$ cat src/sv/ipst_pkg.sv
`default_nettype none
package ipst_pkg;

    // Table depth default
    localparam int NUM_ENTRIES_DEF = 32;

    // Field widths
    localparam int FUNC_W     = 3;
    localparam int ENTRY_W    = 5;
    localparam int TIME_W     = 64;
    localparam int CYC_W      = 32;
    localparam int CNT_W      = 32;
    localparam int SUM_W      = 64;
    localparam int ACTIVE_W   = 6;
    localparam int CFG_IDX_W  = 8;
    localparam int CFG_DATA_W = 6;

    // Configuration register indexes
    localparam logic [CFG_IDX_W-1:0] CFG_ENABLE = 8'd0;
    localparam logic [CFG_IDX_W-1:0] CFG_ACTIVE = 8'd1;

    // Operation codes
    typedef enum logic [FUNC_W-1:0] {
        FUNC_START  = 3'd0,
        FUNC_END    = 3'd1,
        FUNC_REJECT = 3'd2,
        FUNC_CLEAR  = 3'd3,
        FUNC_READ   = 3'd4
    } func_t;

    // Controller to datapath commands
    typedef struct packed {
        logic capture;
        logic calc;
        logic update;
    } cmd_t;

    // Datapath to controller status
    typedef struct packed {
        logic out_busy;
    } sts_t;

endpackage
`default_nettype wire

$ cat src/sv/ipst_ctrl.sv
`default_nettype none
module ipst_ctrl (
    input  wire logic          clk,
    input  wire logic          rst_n,
    input  wire logic          in_valid,
    output logic               in_ready,
    input  wire ipst_pkg::sts_t sts,
    output ipst_pkg::cmd_t     cmd
);
    import ipst_pkg::*;

    typedef enum logic [2:0] {
        ST_IDLE   = 3'b001,
        ST_CALC   = 3'b010,
        ST_UPDATE = 3'b100
    } state_t;

    state_t state_reg;
    state_t state_next;

    // Sequence one transaction: capture and read, subtract, accumulate
    always_comb
    begin
        state_next  = state_reg;
        in_ready    = 1'b0;
        cmd.capture = 1'b0;
        cmd.calc    = 1'b0;
        cmd.update  = 1'b0;
        case (state_reg)
            ST_IDLE:
            begin
                in_ready = 1'b1;
                if (in_valid)
                begin
                    cmd.capture = 1'b1;
                    state_next  = ST_CALC;
                end
            end
            ST_CALC:
            begin
                cmd.calc   = 1'b1;
                state_next = ST_UPDATE;
            end
            ST_UPDATE:
            begin
                // hold until the output register can take the result
                if (!sts.out_busy)
                begin
                    cmd.update = 1'b1;
                    state_next = ST_IDLE;
                end
            end
            default:
            begin
                state_next = ST_IDLE;
            end
        endcase
    end

    always_ff @(posedge clk or negedge rst_n)
    begin
        if (!rst_n)
        begin
            state_reg <= ST_IDLE;
        end
        else
        begin
            state_reg <= state_next;
        end
    end

endmodule
`default_nettype wire

$ cat config.mk
export PLATFORM = sky130hd
export DESIGN_NAME = ipst_ctrl
export DESIGN_NICKNAME = d
export VERILOG_FILES = /design/src/sv/ipst_pkg.sv /design/src/sv/ipst_ctrl.sv
export SDC_FILE = /design/constraint.sdc
export NUM_CORES = 1
export LEC_CHECK = 0
export BUFFER_PORTS_ARGS = -buffer_cell sky130_fd_sc_hd__clkbuf_2
export CORE_AREA = 2 2 39 41
export CTS_CLUSTER_SIZE = 25
export DETAILED_ROUTE_END_ITERATION = 10
export DIE_AREA = 0 0 41 43
export SYNTH_ARGS = -nofsm -noshare
export SYNTH_HDL_FRONTEND = slang
export SYNTH_SLANG_ARGS = --single-unit
$ cat constraint.sdc
create_clock -name clk -period 1.54 [get_ports clk]
set_clock_uncertainty 0.15 [all_clocks]
set_input_delay 0 -clock clk [delete_from_list [all_inputs] [get_ports clk]]
set_output_delay 0 -clock clk [all_outputs]
set_load 0.02 [all_outputs]
==> results.md, run 1 <==
- Status: completed
- Leak pwr: 0.126 nW
- Slowest CP cell: dfstp_2
- Synth warn: 0
- Largest cells by area after synthesis: dfrtp_1 (31%), dfstp_2 (16%), and4bb_1 (7.6%)
- Clock buffer depth: 2
- Worst-path fanout max: 6
- Port Buffers: 7
- CP arrival: 1.25 ns
- GRT overflow: 0
- Net Switching: 0.179 mW
- Detailed Place HPWL: 319 um
- Initial antenna violation count: 0
- Synth async-reset ratio: 100%
- Max reg flops: 3
- Worst slew margin: 82.8%
- Slew Viols, Final: 0
- WS Path Type: reg2out
- Layout net count: 31
- Hold WC Path Type: in2async
- Sw Ratio: 37.5%
- RD Place Congestion: 0.680
- Die width: 41 um
- Largest net degree at the start of global routing: 7
- Cts bufs inserted: 3
- Postcts setup bufs: 0
- Fin crit share: 91.2%
- R2R depth: 2
- FP Rows: 14
- Detailed Routing Iterations Pass 1: 4
- Max Cap Viol: 0
- Reg-to-reg slack, setup: 0.28 ns
- Die Y: 43 um
- Core area: 1380 sq um
- Die area: 1760 sq um
- Drt total wl: 452 um
- Reg2reg end: state_reg[2]
- Share of layout cells above drive strength 1: 53.8%
- Max Fclk: 712 MHz
- Most common cell in the netlist: dfrtp_1
- Post-synthesis sequential area ratio: 46.6%
- Critical Path Source: state_reg[0]
- Internal: 0.298 mW
- Routed WL per cell: 10.8 um
- Fin Setup TNS: 0 ns
- Crit path time final: 1.40 ns
- Gate power share: 36.2%
- VDD IR max: 0.565 mV
- Vias in the first global route: 173
- PwrDens: 1720 nW/um^2
- Synthesized cell area: 164 sq um
- Clock Latency Late Sink: 0.24 ns
- Tot GR Track Use: 7.34%
- CTS tree: yes
- Startpoint Class: flip-flop
- Syn_nets: 16
- DR vias/cell: 3.71
- Final Hold Viols: 0
- Synth Instances: 12
- Worst-margin pin slew: 0.254 ns
- Initial cell density of the core: 11.8%
- Initial DRC Count: 9
- Clock Root Buffer: clkbuf_4
- Clock share of power: 30.3%
- ANT nets after route: 0
- Setup crit end: cmd[2]
- Global-route wire length before repair: 759 um
- Reg2Reg Launch Point: state_reg[0]
- Antenna cell count: 0
- # H-tree levels: 1
- Residual DRC count: 0
- Dominant synthesized flop cell: dfrtp_1
- Worst-path cell chain: and4bb_2, clkbuf_2
- #FFs+latches synth: 3
- Synth top area share: 30.5%
- Area grow syn2layout: 69.5%
- Mean post-synth cell area: 13.7 sq um
- Post-synth EDFFs: 0
- Reg power frac: 33.5%
- Req. time, crit path: 1.39 ns
- CTS sink cnt: 3
- Unique masters post-synth: 11
- Total number of vias: 156
- Final setup fails: 0
- RSZ-0062 raised after global routing: no
- Yosys top cell by area: dfrtp_1
- Clk slew on worst S/H paths: 0.04 ns
- Crit-path max cell delay: 0.57 ns
- I/O pin cnt: 8
- Final hold slack: 0.0918 ns
- Endpoint class of the critical path: output pin
-- metal layers --
metal	vias up	track usage [%]	part of all wire, %
met5	-	0	0
met4	0	6.00	0
met3	0	8.90	15
met2	10	6.56	38
met1	73	8.39	47
li1	73	-	-
-- placed cells by master, fill, tap and decap left out, types with 2 or more instances in the layout --
cell type and count:
clkbuf_2 7, dlygate4sd3_1 4, clkbuf_4 3, dfrtp_1 2
-- logic make-up after synthesis --
kind of cell / after synthesis / share of synthesized area, %
buffers and inverters: 1 / 4.58
flip-flops: 3 / 46.6
AND/OR/NAND/NOR: 8 / 48.9
-- layout make-up --
type                    count  area [sq um]
well taps                  16          20.0
flip-flops and latches      3          76.3
fillers                   149          1110
clock buffers               4          26.3
multi-input cells           8          80.1
repair buffers             11          75.1
-- worst min-delay path by stage --
stage | from | depth (start not counted) | slack (ns) | to
after floorplan | rst_n | 0 | -0.45 | state_reg[1]
after global placement | rst_n | 1 | -0.35 | state_reg[2]
after detailed placement | rst_n | 1 | -0.35 | state_reg[2]
after CTS | rst_n | 2 | 0.09 | state_reg[0]
after global routing | rst_n | 2 | 0.11 | state_reg[0]
final | rst_n | 2 | 0.09 | state_reg[0]
-- worst max-delay path, delay by kind of cell (launching register included) --
family,cells,cell delay [ns]
flops,1,0.57
simple gates,1,0.27
buf+inv,1,0.18
-- repair_timing --
action	4_1_cts	5_1_grt
hold buffers	4	0
endpoints found under the hold margin	5	0
gates resized for setup	0	0
setup endpoints to repair	0	0
-- power groups by stage --
| stage | logic (mW) | clock network, mW | registers [mW] |
|---|---|---|---|
| floorplan | 0.127 | 0 | 0.146 |
| global placement | 0.167 | 0 | 0.152 |
| detailed placement | 0.165 | 0 | 0.161 |
| CTS | 0.174 | 0.150 | 0.160 |
| global route | 0.189 | 0.155 | 0.168 |
| finish | 0.173 | 0.145 | 0.160 |
-- per-stage QoR --
step           instances  worst slack (ns)  utilization [%]  instance area, sq um  power (mW)
2_1_floorplan         12             0.220                -                   164       0.273
3_3_place_gp          34             0.330             15.3                   211       0.319
4_1_cts               42             0.123             20.1                   278       0.485
5_1_grt               42            0.0867             20.1                   278       0.512
3_5_place_dp          34             0.294             15.3                   211       0.326
6_report              42             0.136             20.1                   278       0.477
(Power assumes the default switching activity.)
==> run 2, diff against run 1 <==
RECOVER_POWER = 100   (was not set)
==> run 2 against run 1 <==
  * Cell area shrank 3.6%
  * Non-clock buffer count did not move
  * Wire length grew 0.44%
  * Sequential power hardly changed
  * Global-route usage did not move
  * Maximum frequency down 2.8%
  * Final cell count unchanged
  * Sequential share of layout area up 1.0 points
  * Clock power is essentially flat
  * Via count increased by 2.6%
  * Highest routed layer unchanged
==> results.md, run 2 (synthesized netlist as in run 1, its figures left out) <==
- Status: completed
- Initial antenna violation count: 0
- Fin Setup TNS: 0 ns
- Antenna cell count: 0
- Worst slew margin: 82.9%
- Critical Path Source: state_reg[0]
- Residual DRC count: 0
- Detailed Routing Iterations Pass 1: 4
- Total number of vias: 160
- Design area: 268 sq um
- Fin crit share: 93.8%
- Clock Root Buffer: clkbuf_4
- GRT overflow: 0
- Placed insts: 34
- VDD IR max: 0.530 mV
- Die width: 41 um
- Layout net count: 31
- Reg2Reg Launch Point: state_reg[0]
- Overall power: 0.463 mW
- Max Cap Viol: 0
- Share of layout cells above drive strength 1: 34.6%
- I/O pin cnt: 8
- DR vias/cell: 3.81
- CP arrival: 1.29 ns
- Core area: 1380 sq um
- Final setup fails: 0
- # H-tree levels: 1
- R2R depth: 2
- Non-filler instance count after layout: 42
- ANT nets after route: 0
- Tot GR Track Use: 7.34%
- Port Buffers: 7
- Clock buffer depth: 2
- FP Rows: 14
- CTS sink cnt: 3
- Crit path time final: 1.44 ns
- WS Path Type: reg2out
- Die area: 1760 sq um
- Slew Viols, Final: 0
- Vias in the first global route: 173
- RD Place Congestion: 0.680
- Initial DRC Count: 5
- Req. time, crit path: 1.39 ns
- Reg2reg end: state_reg[2]
- Commonest non-fill, non-tap cells in the layout: clkbuf_1 (5), dlygate4sd3_1 (4), clkbuf_4 (3), clkbuf_2 (3), dfrtp_1 (2)
- Commonest non-fill, non-tap cell in the layout: clkbuf_1
- Worst-path fanout max: 6
- Final hold slack: 0.105 ns
- Hold WC Path Type: in2async
- Die Y: 43 um
- Startpoint Class: flip-flop
- Drt total wl: 454 um
- Final Hold Viols: 0
- Max reg flops: 3
- Global-route wire length before repair: 759 um
- Clock Latency Late Sink: 0.24 ns
- PwrDens: 1730 nW/um^2
- Postcts setup bufs: 0
- Max Fclk: 692 MHz
- RSZ-0062 raised after global routing: no
- Largest net degree at the start of global routing: 7
- Routed WL per cell: 10.8 um
- Cts bufs inserted: 3
- Hold buffer count at cts: 4
- Worst-margin pin slew: 0.254 ns
- Endpoint class of the critical path: output pin
- Reg-to-reg slack, setup: 0.29 ns
- CTS tree: yes
- Setup crit end: cmd[2]
- Post-CTS resize count: 0
- Area grow syn2layout: 63.4%
- Leak pwr: 0.112 nW
- Clk slew on worst S/H paths: 0.04 ns
- Post-DP Area: 211 sq um
- Detailed Place HPWL: 319 um
- Initial cell density of the core: 11.8%
## run 2: area by class of cell
cell class | count | area, sq um
Clock buffer | 4 | 26.3
Timing Repair Buffer | 11 | 70.1
Multi-Input combinational cell | 8 | 75.1
Sequential cell | 3 | 76.3
Tap cell | 16 | 20.0
Fill cell | 152 | 1120
## run 2: worst min-delay path by stage
stage | start | endpoint | depth (start not counted)
finish | rst_n | state_reg[0] | 2
CTS | rst_n | state_reg[0] | 2
global route | rst_n | state_reg[0] | 2
floorplan | rst_n | state_reg[1] | 0
global placement | rst_n | state_reg[2] | 1
detailed placement | rst_n | state_reg[2] | 1
## run 2: where the power goes
part           switching [mW]  internal (mW)  leakage [nW]
logic                  0.0849         0.0755        0.0596
registers              0.0445          0.116        0.0371
clock network          0.0445         0.0974        0.0150
total                   0.174          0.289         0.112
## run 2: worst max-delay path: stages, from the launching register on
cell	delay (ns)
dfstp_2	0.57
and4bb_2	0.25
clkbuf_1	0.23
## run 2: routing by layer
metal	wire (um)	part of all wire (%)	vias to the layer above	GRT usage (%)
li1	-	-	73	-
met1	207	46	77	8.39
met2	177	39	10	6.56
met3	70	15	0	8.90
met4	0	0	0	6.00
met5	0	0	-	0
## run 2: through the flow
stage,util (%),worst slack (ns)
2_1_floorplan,-,0.220
3_3_place_gp,15.3,0.330
3_5_place_dp,15.3,0.294
4_1_cts,20.1,0.123
5_1_grt,19.3,0.0465
6_report,19.3,0.0959
==> run 3, diff against run 2 <==
clock period = 1.28 ns   (was 1.54 ns; I/O delays follow)
==> run 3 against run 2 <==
  * The flow now finishes with violations (negative setup slack)
  * Wire length is 2.9% higher
  * Sequential power is 33% higher
  * Total power is 44% higher
  * Sequential share of layout area is 4.6 points lower
  * Flip-flop and latch count stayed put
  * Worst setup slack worse by 0.19 ns
  * Largest power group is now combinational logic
  * Critical path type unchanged
  * Critical path depth stayed put
==> results.md, run 3 (synthesized netlist as in run 1, its figures left out) <==
- Status: finished with violations
- Violated checks: negative setup slack
- Max reg flops: 3
- Reg-to-reg slack, setup: -0.03 ns
- Die Y: 43 um
- PwrDens: 2030 nW/um^2
- Fin util: 23.8%
- R2R depth: 2
- RD Place Congestion: 0.678
- GRT overflow: 0
- Met3 GRT Util: 3.14%
- Endpoint class of the critical path: output pin
- Clock Root Buffer: clkbuf_4
- Final hold slack: 0.109 ns
- FP Rows: 14
- Final WS setup: -0.0947 ns
- Core area: 1380 sq um
- Port Buffers: 7
- Leak pwr: 0.140 nW
- Fin crit share: 107%
- Initial antenna violation count: 0
- Initial DRC Count: 1
- Max Fclk: 727 MHz
- Final Hold Viols: 0
- Reg2reg end: state_reg[2]
- # H-tree levels: 1
- Hold WC Path Type: in2async
- CP arrival: 1.22 ns
- ANT nets after route: 0
- Clock share of power: 25.7%
- Detailed Routing Iterations Pass 1: 2
- Commonest non-fill, non-tap cell in the layout: buf_4
- CTS tree: yes
- Internal: 0.433 mW
- Cts bufs inserted: 3
- Tot GR Track Use: 7.05%
- Routing usage on met2: 8.44%
- Gate power share: 42.2%
- Detailed Place HPWL: 287 um
- DR vias/cell: 3.84
- Share of layout cells above drive strength 1: 67.9%
- Residual DRC count: 0
- CTS sink cnt: 3
- Die width: 41 um
- Setup crit end: cmd[2]
- Routed WL per cell: 10.6 um
- Worst-margin pin slew: 0.224 ns
- Antenna cell count: 0
- Clock Latency Late Sink: 0.24 ns
- Clk slew on worst S/H paths: 0.04 ns
- I/O pin cnt: 8
- GRT Max-Usage Layer: met2
- Global-route wire length before repair: 752 um
- Largest net degree at the start of global routing: 7
- Total number of vias: 169
- Layout net count: 33
- Worst-path fanout max: 6
- WS Path Type: reg2out
- Final setup fails: 4
- RSZ-0062 raised after global routing: yes
- VDD IR max: 0.827 mV
- Vias in the first global route: 186
- Crit path time final: 1.37 ns
- Grt met1 use: 8.12%
- Drt total wl: 467 um
- Slew Viols, Final: 0
- Req. time, crit path: 1.13 ns
- Reg2Reg Launch Point: state_reg[0]
- Worst slew margin: 85.0%
- Initial cell density of the core: 11.8%
- Area grow syn2layout: 101%
- Net Switching: 0.234 mW
- Clock buffer depth: 2
- Startpoint Class: flip-flop
- Max Cap Viol: 0
- Commonest non-fill, non-tap cells in the layout: buf_4 (5), dlygate4sd3_1 (4), clkbuf_4 (3)
- Sw Ratio: 35.1%
- Die area: 1760 sq um
- Critical Path Source: state_reg[0]
- Reg power frac: 32.1%
-- run 3: changes by cell type in the layout (fill, tap and decap cells not counted), sizes merged --
cell | previous run | this run
buf | 0 | 6
clkbuf | 11 | 7
-- run 3: worst max-delay path, stage by stage, from the launching register on --
cell	delay [ns]
dfstp_2	0.59
and4bb_2	0.28
buf_8	0.12
-- run 3: timing repair --
action	4_1_cts	5_1_grt
hold buffers	4	0
buffers inserted	1	1
pin swaps	2	2
endpoints found under the hold margin	5	0
resized for setup	4	9
endpoints found under the setup margin	4	6
-- run 3: worst min path at each step --
stage | slack [ns] | endpoint | cells after the start | start
floorplan | -0.45 | state_reg[1] | 0 | rst_n
global placement | -0.35 | state_reg[2] | 1 | rst_n
detailed placement | -0.35 | state_reg[2] | 1 | rst_n
CTS | 0.10 | state_reg[0] | 2 | rst_n
global route | 0.16 | cmd[0] | 3 | sts
finish | 0.11 | state_reg[0] | 2 | rst_n
-- run 3: routing by layer --
layer	vias to the layer above	share of wire [%]
met5	-	0
met1	79	43
met3	2	11
met2	10	43
met4	0	2.8
li1	78	-
-- run 3: cell type report --
cell class / instances / area [sq um]
tap: 16 / 20.0
timing repair buffer: 13 / 106
clock buffer: 4 / 26.3
multi-input combinational: 8 / 97.6
fill: 156 / 1050
sequential: 3 / 78.8
-- run 3: per-stage QoR --
step | worst slack, ns | power, mW | std cells | cell area (sq um) | setup TNS (ns)
final | -0.0947 | 0.667 | 44 | 329 | -0.176
after global routing | -0.125 | 0.704 | 44 | 329 | -0.387
after CTS | -0.0820 | 0.623 | 43 | 305 | -0.206
after detailed placement | 0.0303 | 0.392 | 34 | 218 | 0
after global placement | 0.0285 | 0.387 | 34 | 218 | 0
after floorplan | 0.0400 | 0.335 | 12 | 170 | 0
-- run 3: power groups by stage --
stage	combinational, mW	clock (mW)	sequential (mW)
after floorplan	0.155	0	0.180
after global placement	0.193	0	0.193
after detailed placement	0.196	0	0.196
after CTS	0.252	0.176	0.195
after global routing	0.298	0.181	0.225
final	0.282	0.171	0.214
